## config.mk

```make
export PLATFORM = sky130hd
export DESIGN_NAME = differential_drive_pwm_limiter
export DESIGN_NICKNAME = d
export VERILOG_FILES = /design/src/ddpl_pkg.sv /design/src/differential_drive_pwm_limiter.sv
export VERILOG_INCLUDE_DIRS = /design/src /design/src/src
export SDC_FILE = /design/constraint.sdc
export NUM_CORES = 2
export LEC_CHECK = 0
export BUFFER_PORTS_ARGS = -buffer_cell sky130_fd_sc_hd__buf_4
export CAP_MARGIN = 20
export CORE_MARGIN = 1.5
export CORE_UTILIZATION = 45
export DETAILED_ROUTE_END_ITERATION = 8
export GPL_ROUTABILITY_DRIVEN = 0
export PLACE_DENSITY_LB_ADDON = 0.08
export SYNTH_ARGS = -nofsm -noshare
export SYNTH_HDL_FRONTEND = slang
export SYNTH_SLANG_ARGS = --single-unit
export TNS_END_PERCENT = 30
```

## constraint.sdc

```tcl
create_clock -name clk -period 7.3 [get_ports clk]
set_clock_uncertainty 0.05 [all_clocks]
set_input_delay 0.365 -clock clk [delete_from_list [all_inputs] [get_ports clk]]
set_output_delay 0.365 -clock clk [all_outputs]
set_load 0.02 [all_outputs]
```

## src/differential_drive_pwm_limiter_assert.svh

```systemverilog
`ifndef DIFFERENTIAL_DRIVE_PWM_LIMITER_ASSERT_SVH
`define DIFFERENTIAL_DRIVE_PWM_LIMITER_ASSERT_SVH

// Same-cycle implication, checked on every rising edge outside reset.
`define DDPL_ASSERT_IMP(label, ante, cons, msg) \
  label: assert property (@(posedge clk) disable iff (!rst_n) (ante) |-> (cons)) \
    else $error(msg);

// Next-cycle implication, checked on every rising edge outside reset.
`define DDPL_ASSERT_NXT(label, ante, cons, msg) \
  label: assert property (@(posedge clk) disable iff (!rst_n) (ante) |=> (cons)) \
    else $error(msg);

`endif

```

## src/ddpl_pkg.sv

```systemverilog
package ddpl_pkg;

  localparam int FUNC_W        = 4;
  localparam int CMD_W         = 16;
  localparam int MAG_W         = 16;
  localparam int PROD_W        = 2 * MAG_W;
  localparam int CMP_W         = 10;
  localparam int APP_W         = 11;
  localparam int IN_DATA_W     = 56;
  localparam int OUT_DATA_W    = 48;
  localparam int SPEED_MAX_DEF = 1000;

  // floor(x * 3 / 5) and floor(x * 2 / 5) as reciprocal multiplies, exact for 16-bit x.
  localparam int RECIP_SHIFT = 18;
  localparam int RECIP_W     = 18;
  localparam int RPROD_W     = MAG_W + RECIP_W;
  localparam logic [RECIP_W-1:0] RECIP_35 = RECIP_W'(157287);
  localparam logic [RECIP_W-1:0] RECIP_25 = RECIP_W'(104858);

  typedef enum logic [FUNC_W-1:0] {
    FUNC_DRIVE        = 4'd0,
    FUNC_STOP         = 4'd1,
    FUNC_FORWARD      = 4'd2,
    FUNC_TURN_LEFT    = 4'd3,
    FUNC_TURN_RIGHT   = 4'd4,
    FUNC_SLIGHT_LEFT  = 4'd5,
    FUNC_SLIGHT_RIGHT = 4'd6,
    FUNC_SHARP_LEFT   = 4'd7,
    FUNC_SHARP_RIGHT  = 4'd8
  } func_t;

  typedef struct packed {
    logic [FUNC_W-1:0] func;
    logic [CMD_W-1:0]  left_cmd;
    logic [CMD_W-1:0]  right_cmd;
    logic [MAG_W-1:0]  speed;
    logic [MAG_W-1:0]  s35;
    logic [MAG_W-1:0]  s25;
  } cmd_t;

  typedef struct packed {
    logic             lneg;
    logic             rneg;
    logic [MAG_W-1:0] la;
    logic [MAG_W-1:0] ra;
    logic [MAG_W-1:0] ma;
    logic             scale;
  } mag_t;

  typedef struct packed {
    logic [MAG_W-1:0] rem;
    logic [MAG_W-1:0] rest;
  } dpair_t;

  typedef struct packed {
    logic             lneg;
    logic             rneg;
    logic [MAG_W-1:0] la;
    logic [MAG_W-1:0] ra;
    logic [MAG_W-1:0] dvs;
    logic             scale;
    dpair_t           l;
    dpair_t           r;
  } div_t;

  // One restoring step: shift the next dividend bit into the remainder and
  // the new quotient bit into the bottom of the dividend word.
  function automatic dpair_t div_step(dpair_t x, logic [MAG_W-1:0] dvs);
    logic [MAG_W:0] t;
    logic           ge;
    dpair_t         y;
    t      = {x.rem, x.rest[MAG_W-1]};
    ge     = (t >= {1'b0, dvs});
    y.rem  = ge ? MAG_W'(t - {1'b0, dvs}) : t[MAG_W-1:0];
    y.rest = {x.rest[MAG_W-2:0], ge};
    return y;
  endfunction

endpackage

```

## src/differential_drive_pwm_limiter.sv

```systemverilog
// Differential drive limiter: one drive command in, one wheel pair out.
// Input items arrive on the in_ stream: a mode code, a signed left/right pair
// for direct drive and a base speed for the preset turns. Each result item on
// the out_ stream carries both PWM compare values, the four bridge pin levels
// and the signed wheel speeds after proportional limiting to SPEED_MAX.
// The block is a 20-stage pipeline: a ratio stage, a decode/magnitude stage,
// a product stage, sixteen one-bit restoring division stages (one for each
// quotient bit, left and right wheel side by side) and the output register.
// One item is accepted per cycle indefinitely while out_tready stays
// high. Every stage carries its own valid bit. When the receiver stalls, the
// output register holds its item and stages behind it keep advancing into
// empty slots, so in_tready stays high until every stage holds an item.
// Reset (rst_n low at a rising edge) empties the pipeline; the held speeds
// exist only as the output register, and no item leaves before the first one
// is accepted. SPEED_MAX may be set from 2 to 65535; compares and speeds are
// truncated to their field widths when it is large.
`include "differential_drive_pwm_limiter_assert.svh"

module differential_drive_pwm_limiter #(
  parameter int SPEED_MAX = ddpl_pkg::SPEED_MAX_DEF
) (
  input  logic                            clk,
  input  logic                            rst_n,
  input  logic                            in_tvalid,
  output logic                            in_tready,
  // func[3:0], left_cmd[19:4], right_cmd[35:20], speed[51:36], zero fill above
  input  logic [ddpl_pkg::IN_DATA_W-1:0]  in_tdata,
  output logic                            out_tvalid,
  input  logic                            out_tready,
  // compare_left[9:0], compare_right[19:10], left_pin_one[20], left_pin_two[21],
  // right_pin_one[22], right_pin_two[23], applied_left[34:24],
  // applied_right[45:35], zero fill above
  output logic [ddpl_pkg::OUT_DATA_W-1:0] out_tdata
);

  import ddpl_pkg::*;

  localparam int DIV_STAGES = MAG_W;
  localparam int ST_A       = 0;
  localparam int ST_B       = 1;
  localparam int ST_D0      = 2;
  localparam int ST_DLAST   = ST_D0 + DIV_STAGES;
  localparam int ST_OUT     = ST_DLAST + 1;
  localparam int NS         = ST_OUT + 1;

  localparam logic [MAG_W-1:0] SM = MAG_W'(SPEED_MAX);

  // ---------------------------------------------------------------------------
  // Flow control. A stage may take a new item when it is empty or when some
  // stage downstream of it is empty, or when the output is being drained.
  // ---------------------------------------------------------------------------
  logic [NS-1:0] vld_r;
  logic [NS-1:0] adv;

  always_comb begin
    for (int i = 0; i < NS; i++) begin
      adv[i] = out_tready ||
               ((vld_r | ((NS'(1) << i) - NS'(1))) != {NS{1'b1}});
    end
  end

  always_ff @(posedge clk) begin
    if (!rst_n) begin
      vld_r <= '0;
    end else begin
      if (adv[0]) begin
        vld_r[0] <= in_tvalid;
      end
      for (int i = 1; i < NS; i++) begin
        if (adv[i]) begin
          vld_r[i] <= vld_r[i-1];
        end
      end
    end
  end

  assign in_tready  = adv[ST_A];
  assign out_tvalid = vld_r[ST_OUT];

  // ---------------------------------------------------------------------------
  // Stage A: unpack and form speed*3/5 and speed*2/5 by reciprocal multiply.
  // ---------------------------------------------------------------------------
  cmd_t               a_r;
  cmd_t               a_nxt;
  logic [RPROD_W-1:0] p35;
  logic [RPROD_W-1:0] p25;

  always_comb begin
    a_nxt.func      = in_tdata[3:0];
    a_nxt.left_cmd  = in_tdata[19:4];
    a_nxt.right_cmd = in_tdata[35:20];
    a_nxt.speed     = in_tdata[51:36];
    p35             = RPROD_W'(a_nxt.speed) * RPROD_W'(RECIP_35);
    p25             = RPROD_W'(a_nxt.speed) * RPROD_W'(RECIP_25);
    a_nxt.s35       = p35[RECIP_SHIFT +: MAG_W];
    a_nxt.s25       = p25[RECIP_SHIFT +: MAG_W];
  end

  always_ff @(posedge clk) begin
    if (adv[ST_A]) begin
      a_r <= a_nxt;
    end
  end

  // ---------------------------------------------------------------------------
  // Stage B: per-mode wheel magnitudes and signs, larger magnitude, limit test.
  // A negated base speed is negative only when the speed is nonzero.
  // ---------------------------------------------------------------------------
  mag_t b_r;
  mag_t b_nxt;
  logic sp_nz;

  always_comb begin
    sp_nz      = (a_r.speed != '0);
    b_nxt.lneg = 1'b0;
    b_nxt.rneg = 1'b0;
    b_nxt.la   = '0;
    b_nxt.ra   = '0;
    case (a_r.func)
      FUNC_DRIVE: begin
        b_nxt.lneg = a_r.left_cmd[CMD_W-1];
        b_nxt.rneg = a_r.right_cmd[CMD_W-1];
        b_nxt.la   = a_r.left_cmd[CMD_W-1] ? MAG_W'(~a_r.left_cmd + 16'd1) : a_r.left_cmd;
        b_nxt.ra   = a_r.right_cmd[CMD_W-1] ? MAG_W'(~a_r.right_cmd + 16'd1) : a_r.right_cmd;
      end
      FUNC_FORWARD: begin
        b_nxt.la = a_r.speed;
        b_nxt.ra = a_r.speed;
      end
      FUNC_TURN_LEFT: begin
        b_nxt.la   = a_r.s35;
        b_nxt.ra   = a_r.speed;
        b_nxt.rneg = sp_nz;
      end
      FUNC_TURN_RIGHT: begin
        b_nxt.la   = a_r.speed;
        b_nxt.lneg = sp_nz;
        b_nxt.ra   = a_r.s35;
      end
      FUNC_SLIGHT_LEFT: begin
        b_nxt.la = a_r.s25;
        b_nxt.ra = a_r.speed;
      end
      FUNC_SLIGHT_RIGHT: begin
        b_nxt.la = a_r.speed;
        b_nxt.ra = a_r.s25;
      end
      FUNC_SHARP_LEFT: begin
        b_nxt.la   = a_r.speed;
        b_nxt.lneg = sp_nz;
        b_nxt.ra   = a_r.speed;
      end
      FUNC_SHARP_RIGHT: begin
        b_nxt.la   = a_r.speed;
        b_nxt.ra   = a_r.speed;
        b_nxt.rneg = sp_nz;
      end
      default: begin
        // Stop, and every code without a meaning, leaves both wheels at rest.
        b_nxt.la = '0;
      end
    endcase
    b_nxt.ma    = (b_nxt.la > b_nxt.ra) ? b_nxt.la : b_nxt.ra;
    b_nxt.scale = (b_nxt.ma > SM);
  end

  always_ff @(posedge clk) begin
    if (adv[ST_B]) begin
      b_r <= b_nxt;
    end
  end

  // ---------------------------------------------------------------------------
  // Division pipeline. Entry 0 holds the products magnitude*SPEED_MAX; since
  // the quotient never exceeds SPEED_MAX, the upper half is already below the
  // divisor and only sixteen quotient bits remain, one per stage.
  // ---------------------------------------------------------------------------
  div_t              div_r   [0:DIV_STAGES];
  div_t              div_nxt [1:DIV_STAGES];
  div_t              d0_nxt;
  logic [PROD_W-1:0] prod_l;
  logic [PROD_W-1:0] prod_r;

  always_comb begin
    prod_l       = PROD_W'(b_r.la) * PROD_W'(SM);
    prod_r       = PROD_W'(b_r.ra) * PROD_W'(SM);
    d0_nxt.lneg  = b_r.lneg;
    d0_nxt.rneg  = b_r.rneg;
    d0_nxt.la    = b_r.la;
    d0_nxt.ra    = b_r.ra;
    d0_nxt.dvs   = b_r.ma;
    d0_nxt.scale = b_r.scale;
    d0_nxt.l     = prod_l;
    d0_nxt.r     = prod_r;
  end

  always_comb begin
    for (int k = 1; k <= DIV_STAGES; k++) begin
      div_nxt[k]   = div_r[k-1];
      div_nxt[k].l = div_step(div_r[k-1].l, div_r[k-1].dvs);
      div_nxt[k].r = div_step(div_r[k-1].r, div_r[k-1].dvs);
    end
  end

  always_ff @(posedge clk) begin
    if (adv[ST_D0]) begin
      div_r[0] <= d0_nxt;
    end
    for (int k = 1; k <= DIV_STAGES; k++) begin
      if (adv[ST_D0+k]) begin
        div_r[k] <= div_nxt[k];
      end
    end
  end

  // ---------------------------------------------------------------------------
  // Output register: final magnitudes, compare values, pins, signed speeds.
  // ---------------------------------------------------------------------------
  logic [MAG_W-1:0] mag_l;
  logic [MAG_W-1:0] mag_r;
  logic [MAG_W-1:0] cmp_l;
  logic [MAG_W-1:0] cmp_r;
  logic [MAG_W-1:0] sgn_l;
  logic [MAG_W-1:0] sgn_r;
  logic [CMP_W-1:0] cmp_l_r;
  logic [CMP_W-1:0] cmp_l_nxt;
  logic [CMP_W-1:0] cmp_r_r;
  logic [CMP_W-1:0] cmp_r_nxt;
  logic             lneg_r;
  logic             rneg_r;
  logic [APP_W-1:0] app_l_r;
  logic [APP_W-1:0] app_l_nxt;
  logic [APP_W-1:0] app_r_r;
  logic [APP_W-1:0] app_r_nxt;

  always_comb begin
    mag_l     = div_r[DIV_STAGES].scale ? div_r[DIV_STAGES].l.rest : div_r[DIV_STAGES].la;
    mag_r     = div_r[DIV_STAGES].scale ? div_r[DIV_STAGES].r.rest : div_r[DIV_STAGES].ra;
    // A wheel at rest sits one count short of the period.
    cmp_l     = (mag_l == '0) ? (SM - MAG_W'(1)) : (SM - mag_l);
    cmp_r     = (mag_r == '0) ? (SM - MAG_W'(1)) : (SM - mag_r);
    sgn_l     = div_r[DIV_STAGES].lneg ? (~mag_l + MAG_W'(1)) : mag_l;
    sgn_r     = div_r[DIV_STAGES].rneg ? (~mag_r + MAG_W'(1)) : mag_r;
    cmp_l_nxt = cmp_l[CMP_W-1:0];
    cmp_r_nxt = cmp_r[CMP_W-1:0];
    app_l_nxt = sgn_l[APP_W-1:0];
    app_r_nxt = sgn_r[APP_W-1:0];
  end

  always_ff @(posedge clk) begin
    if (adv[ST_OUT]) begin
      cmp_l_r <= cmp_l_nxt;
      cmp_r_r <= cmp_r_nxt;
      lneg_r  <= div_r[DIV_STAGES].lneg;
      rneg_r  <= div_r[DIV_STAGES].rneg;
      app_l_r <= app_l_nxt;
      app_r_r <= app_r_nxt;
    end
  end

  // The bridge polarity is mirrored between the two sides.
  assign out_tdata = {2'b00, app_r_r, app_l_r, rneg_r, ~rneg_r, ~lneg_r, lneg_r,
                      cmp_r_r, cmp_l_r};

  // ---------------------------------------------------------------------------
  // Assertions
  // ---------------------------------------------------------------------------
  `DDPL_ASSERT_NXT(a_accept_fills_first, in_tvalid && in_tready, vld_r[ST_A],
                   "accepted item did not enter the first stage")
  `DDPL_ASSERT_IMP(a_max_is_bound, vld_r[ST_B],
                   b_r.la <= b_r.ma && b_r.ra <= b_r.ma &&
                   (b_r.ma == b_r.la || b_r.ma == b_r.ra),
                   "larger magnitude does not bound both wheels")
  `DDPL_ASSERT_IMP(a_quot_in_range, vld_r[ST_DLAST] && div_r[DIV_STAGES].scale,
                   div_r[DIV_STAGES].l.rest <= SM && div_r[DIV_STAGES].r.rest <= SM,
                   "scaled magnitude exceeds the speed limit")
  `DDPL_ASSERT_IMP(a_rem_below_dvs, vld_r[ST_DLAST] && div_r[DIV_STAGES].scale,
                   div_r[DIV_STAGES].l.rem < div_r[DIV_STAGES].dvs &&
                   div_r[DIV_STAGES].r.rem < div_r[DIV_STAGES].dvs,
                   "division remainder not below divisor")

endmodule

```

==> results.txt <==
The startpoint identified for the worst hold timing path is in_tvalid. For this run, the detailed router's first-pass iteration total came to 7. The relative slew slack came out at 0.2858.

The slowest stage of the critical path belongs to the cell sky130_fd_sc_hd__fa_1. The detailed-route DRC error count came out at 0. The number of antenna violations at the first check in global routing is 4. The final critical delay including setup and external delays is 6.460 ns. The number of ports placed on the die boundary is 110. The TritonCTS buffer count is 206. The routed wirelength normalized by instance count came out at 20.53 µm.

The accumulated negative setup slack is 0 ns. The source of the worst register-to-register timing path is b_r[35]. In this design, the critical path's most frequently occurring cell is sky130_fd_sc_hd__fa_1.

The synthesized flop and latch total came out at 1953. The register clock-pin slew on the reported worst setup and hold paths came out at 0.06 ns. For hold timing, the worst endpoint is vld_r[0].

The clock latency at the later pin of the worst-skew pair is 0.87 ns. The die area came out at 229600 µm². Ranked by total cell area, the synthesized netlist is headed by sky130_fd_sc_hd__edfxtp_1, sky130_fd_sc_hd__ha_1, sky130_fd_sc_hd__fa_1, sky130_fd_sc_hd__inv_1, sky130_fd_sc_hd__a21oi_1.

TritonCTS built the clock tree. The gate count of the mapped netlist is 7796. The post-synthesis cell area came out at 102100 µm².

The root buffer cell chosen for the clock tree is sky130_fd_sc_hd__clkbuf_16. The mean instance size in the synthesized netlist is 13.09 µm². The worst setup path is captured at a register. The number of gates given a new drive strength after cts is 0. The Yosys step of the flow raised 0 warnings.

The required time reported for the critical path endpoint came out at 7.85 ns. Yosys mapped a number of flops with a built-in enable equal to 1933. The total area inside the core boundary comes to 225100 µm². The type of the tightest min-delay check is in2reg. The pin count of the biggest net entering global routing came out at 68. The total non-filler cell area in the finished layout came out at 114300 µm².

The most instantiated library cell after synthesis is sky130_fd_sc_hd__edfxtp_1. The total of buffers placed on input and output ports is 103. Setup repair after global routing left no endpoint under its margin.

The initial standard-cell utilization of the core came out at 0.4533. The area occupied by multi-input gates came out at 40250 µm². The setup slack of the worst register-to-register path is 1.57 ns. Across every metal layer, demand over resource in global routing totals 0.2016. The global-route wire length before repair is 355700 µm. The number of global-route vias before repair is 60440. The maximum level of the CTS H-tree came out at 4. The fraction of post-synthesis cell area in the top cell type by area came out at 0.5688.

The share of synthesized area occupied by flip-flops and latches is 0.5727. The final hold violation count came out at 0. In the final layout, the share of cells above drive strength 1 is 0.08809.

The die outline width came out at 479.2 µm. The end of the worst register-to-register path is div_r[0][57]. The filler cell count in the final layout is 19370.

The synthesized design spends more area on one cell type than any other, namely sky130_fd_sc_hd__edfxtp_1. For this run, asynchronously set or reset flops after synthesis account for 0. After detailed routing, the number of vias per cell comes to 5.302. Counting along the longest clock path gives a buffer depth of 3. Dividing the final minimum period by the clock period gives 0.8849. The largest single stage delay on the critical path is 0.61 ns. At the pin with the least slew margin, the transition time is 1.060 ns.

The final worst hold slack came out at 0.07670 ns. STA classifies the critical path startpoint as a primary input. The endpoint arrival time on the critical path came out at 7.01 ns.

The number of unique standard cell types used by synthesis came out at 86. Summing over every cut layer, the via total after detailed routing is 59870. The type of the setup path with the least slack is in2reg. The placed cell area came out at 106700 µm². For this run, the top clock speed supported by timing is 0.1548 GHz. In this run the worst path has a maximum fanout of 9. The number of sinks handled by clock tree synthesis is 1953.

The signal on the critical path passes through dlygate4sd3_1 > buf_4 > inv_1 > ha_1 > inv_1 > fa_1 > fa_1 > fa_1 > inv_1 > fa_1 > fa_1 > inv_1 > ha_1 > and2_1 > a221oi_1 > o21ai_0 > a32o_1 > o2111ai_1 > a31oi_1 > a21oi_1 > o21bai_1 > xor2_1. The total number of placement rows came out at 174. The count of placed standard cells including taps came out at 10840. The vertical die dimension came out at 479.2 µm.

The final layout net count is 9343. For this run the aggregate overflow at the end of global routing stands at 0. Setup violations remaining at the end of the flow were counted as 0. The number of antenna-violating nets in the routed design came out at 0.

The commonest cells after synthesis are sky130_fd_sc_hd__edfxtp_1, sky130_fd_sc_hd__ha_1, sky130_fd_sc_hd__inv_1. The dominant register cell in the synthesized netlist is sky130_fd_sc_hd__edfxtp_1. The post-synthesis to final-layout area growth came out at 11.97%. The final layout contains routed wiring with a total length of 231800 µm. The sequential cells in the finished layout cover a total of 58450 µm².

The max-slew violation count is 0. The number of cell instances on the worst register-to-register path is 14. The tool flagged a number of max-cap violations equal to 0. The cell count of the worst hold path came out at 3.

The flow ran to the end, and the final reports show no timing, DRC or antenna violations. The violation count after the first detailed-routing iteration came out at 4303. The final HPWL from detailed placement came out at 180200 µm. The number of standard cells in the final layout excluding fillers came out at 11290.
per-layer routing:
metal | GRT usage | share of wire
met1 | 0.2695 | 0.45
met2 | 0.3312 | 0.47
met3 | 0.02656 | 0.041
met4 | 0.08543 | 0.044
met5 | 0 | 0
cells by family after synthesis:
group / synth area share
AOI/OAI and AO/OA: 0.08922
xor gates and xnor gates: 0.03931
adders and majority gates: 0.1651
buffers and inverters: 0.03475
DFF: 0.5727
muxes: 0.02239
other: 0.00003675
and+or+nand+nor: 0.07654
final cells by class:
class                   count  area share
diodes                      2  0.00004380
clock buffers             244     0.04689
clock inverters           145     0.01368
inverters                 828     0.02736
multi-input cells        4915      0.3522
flip-flops and latches   1953      0.5115
well taps                2992     0.03276
repair buffers            213     0.01557
flip-flops by register name (all words and copies together), names as in the netlist:
name,count
div_r,1755
app_l_r,11
a_r,83
app_r_r,11
b_r,51
cmp_r_r,10
rneg_r,1
vld_r,20
lneg_r,1
cmp_l_r,10
metrics by stage:
| step | util | worst slack, ns |
|---|---|---|
| 3_3_place_gp | 0.4740 | 0.5993 |
| 5_1_grt | 0.5076 | 0.5239 |
| 2_1_floorplan | - | 1.353 |
| 3_5_place_dp | 0.4741 | 0.5914 |
| 4_1_cts | 0.5073 | 0.9138 |
| 6_report | 0.5076 | 0.8402 |
worst max path at each step:
stage | startpoint | end | slack [ns]
after floorplan | vld_r[19] | div_r[0][115] | 1.35
after global placement | in_tdata[48] | a_r[31] | 0.60
after detailed placement | in_tdata[41] | a_r[31] | 0.59
after CTS | in_tdata[44] | a_r[31] | 0.91
after global routing | in_tdata[44] | a_r[31] | 0.52
final | in_tdata[41] | a_r[31] | 0.84
timing repair:
action	CTS	global route
setup buffers	0	0
hold buffers	55	0
hold endpoints to repair	71	0
cell usage in the layout, fill, tap and decap left out, types with 61 or more instances in the layout:
| master | count |
|---|---|
| sky130_fd_sc_hd__mux2_2 | 142 |
| sky130_fd_sc_hd__o21a_1 | 119 |
| sky130_fd_sc_hd__a21boi_0 | 61 |
| sky130_fd_sc_hd__buf_4 | 153 |
| sky130_fd_sc_hd__nand4_1 | 97 |
| sky130_fd_sc_hd__xnor2_1 | 251 |
| sky130_fd_sc_hd__inv_1 | 819 |
| sky130_fd_sc_hd__a21o_1 | 108 |
| sky130_fd_sc_hd__fa_1 | 299 |
| sky130_fd_sc_hd__ha_1 | 867 |
| sky130_fd_sc_hd__or3_1 | 70 |
| sky130_fd_sc_hd__clkbuf_16 | 206 |
| sky130_fd_sc_hd__nor3_1 | 184 |
| sky130_fd_sc_hd__o21ai_0 | 303 |
| sky130_fd_sc_hd__xor2_1 | 207 |
| sky130_fd_sc_hd__nand2_1 | 322 |
| sky130_fd_sc_hd__nand3_1 | 95 |
| sky130_fd_sc_hd__nor2_1 | 578 |
| sky130_fd_sc_hd__nand2b_1 | 61 |
| sky130_fd_sc_hd__a21oi_1 | 451 |
| sky130_fd_sc_hd__edfxtp_1 | 1933 |
| sky130_fd_sc_hd__nor2b_1 | 80 |
worst max-delay path, delay by kind of cell:
kind,cells,cell delay (ns)
adder cells (fa/ha/maj),7,3.45
AO/OA/AOI/OAI,7,1.75
buffers and inverters,6,1.10
AND/OR/NAND/NOR,1,0.18
XOR/XNOR,1,0.14
Power is not shown: default switching activity piles up to over one toggle a cycle in this logic, so the estimate is an artifact.
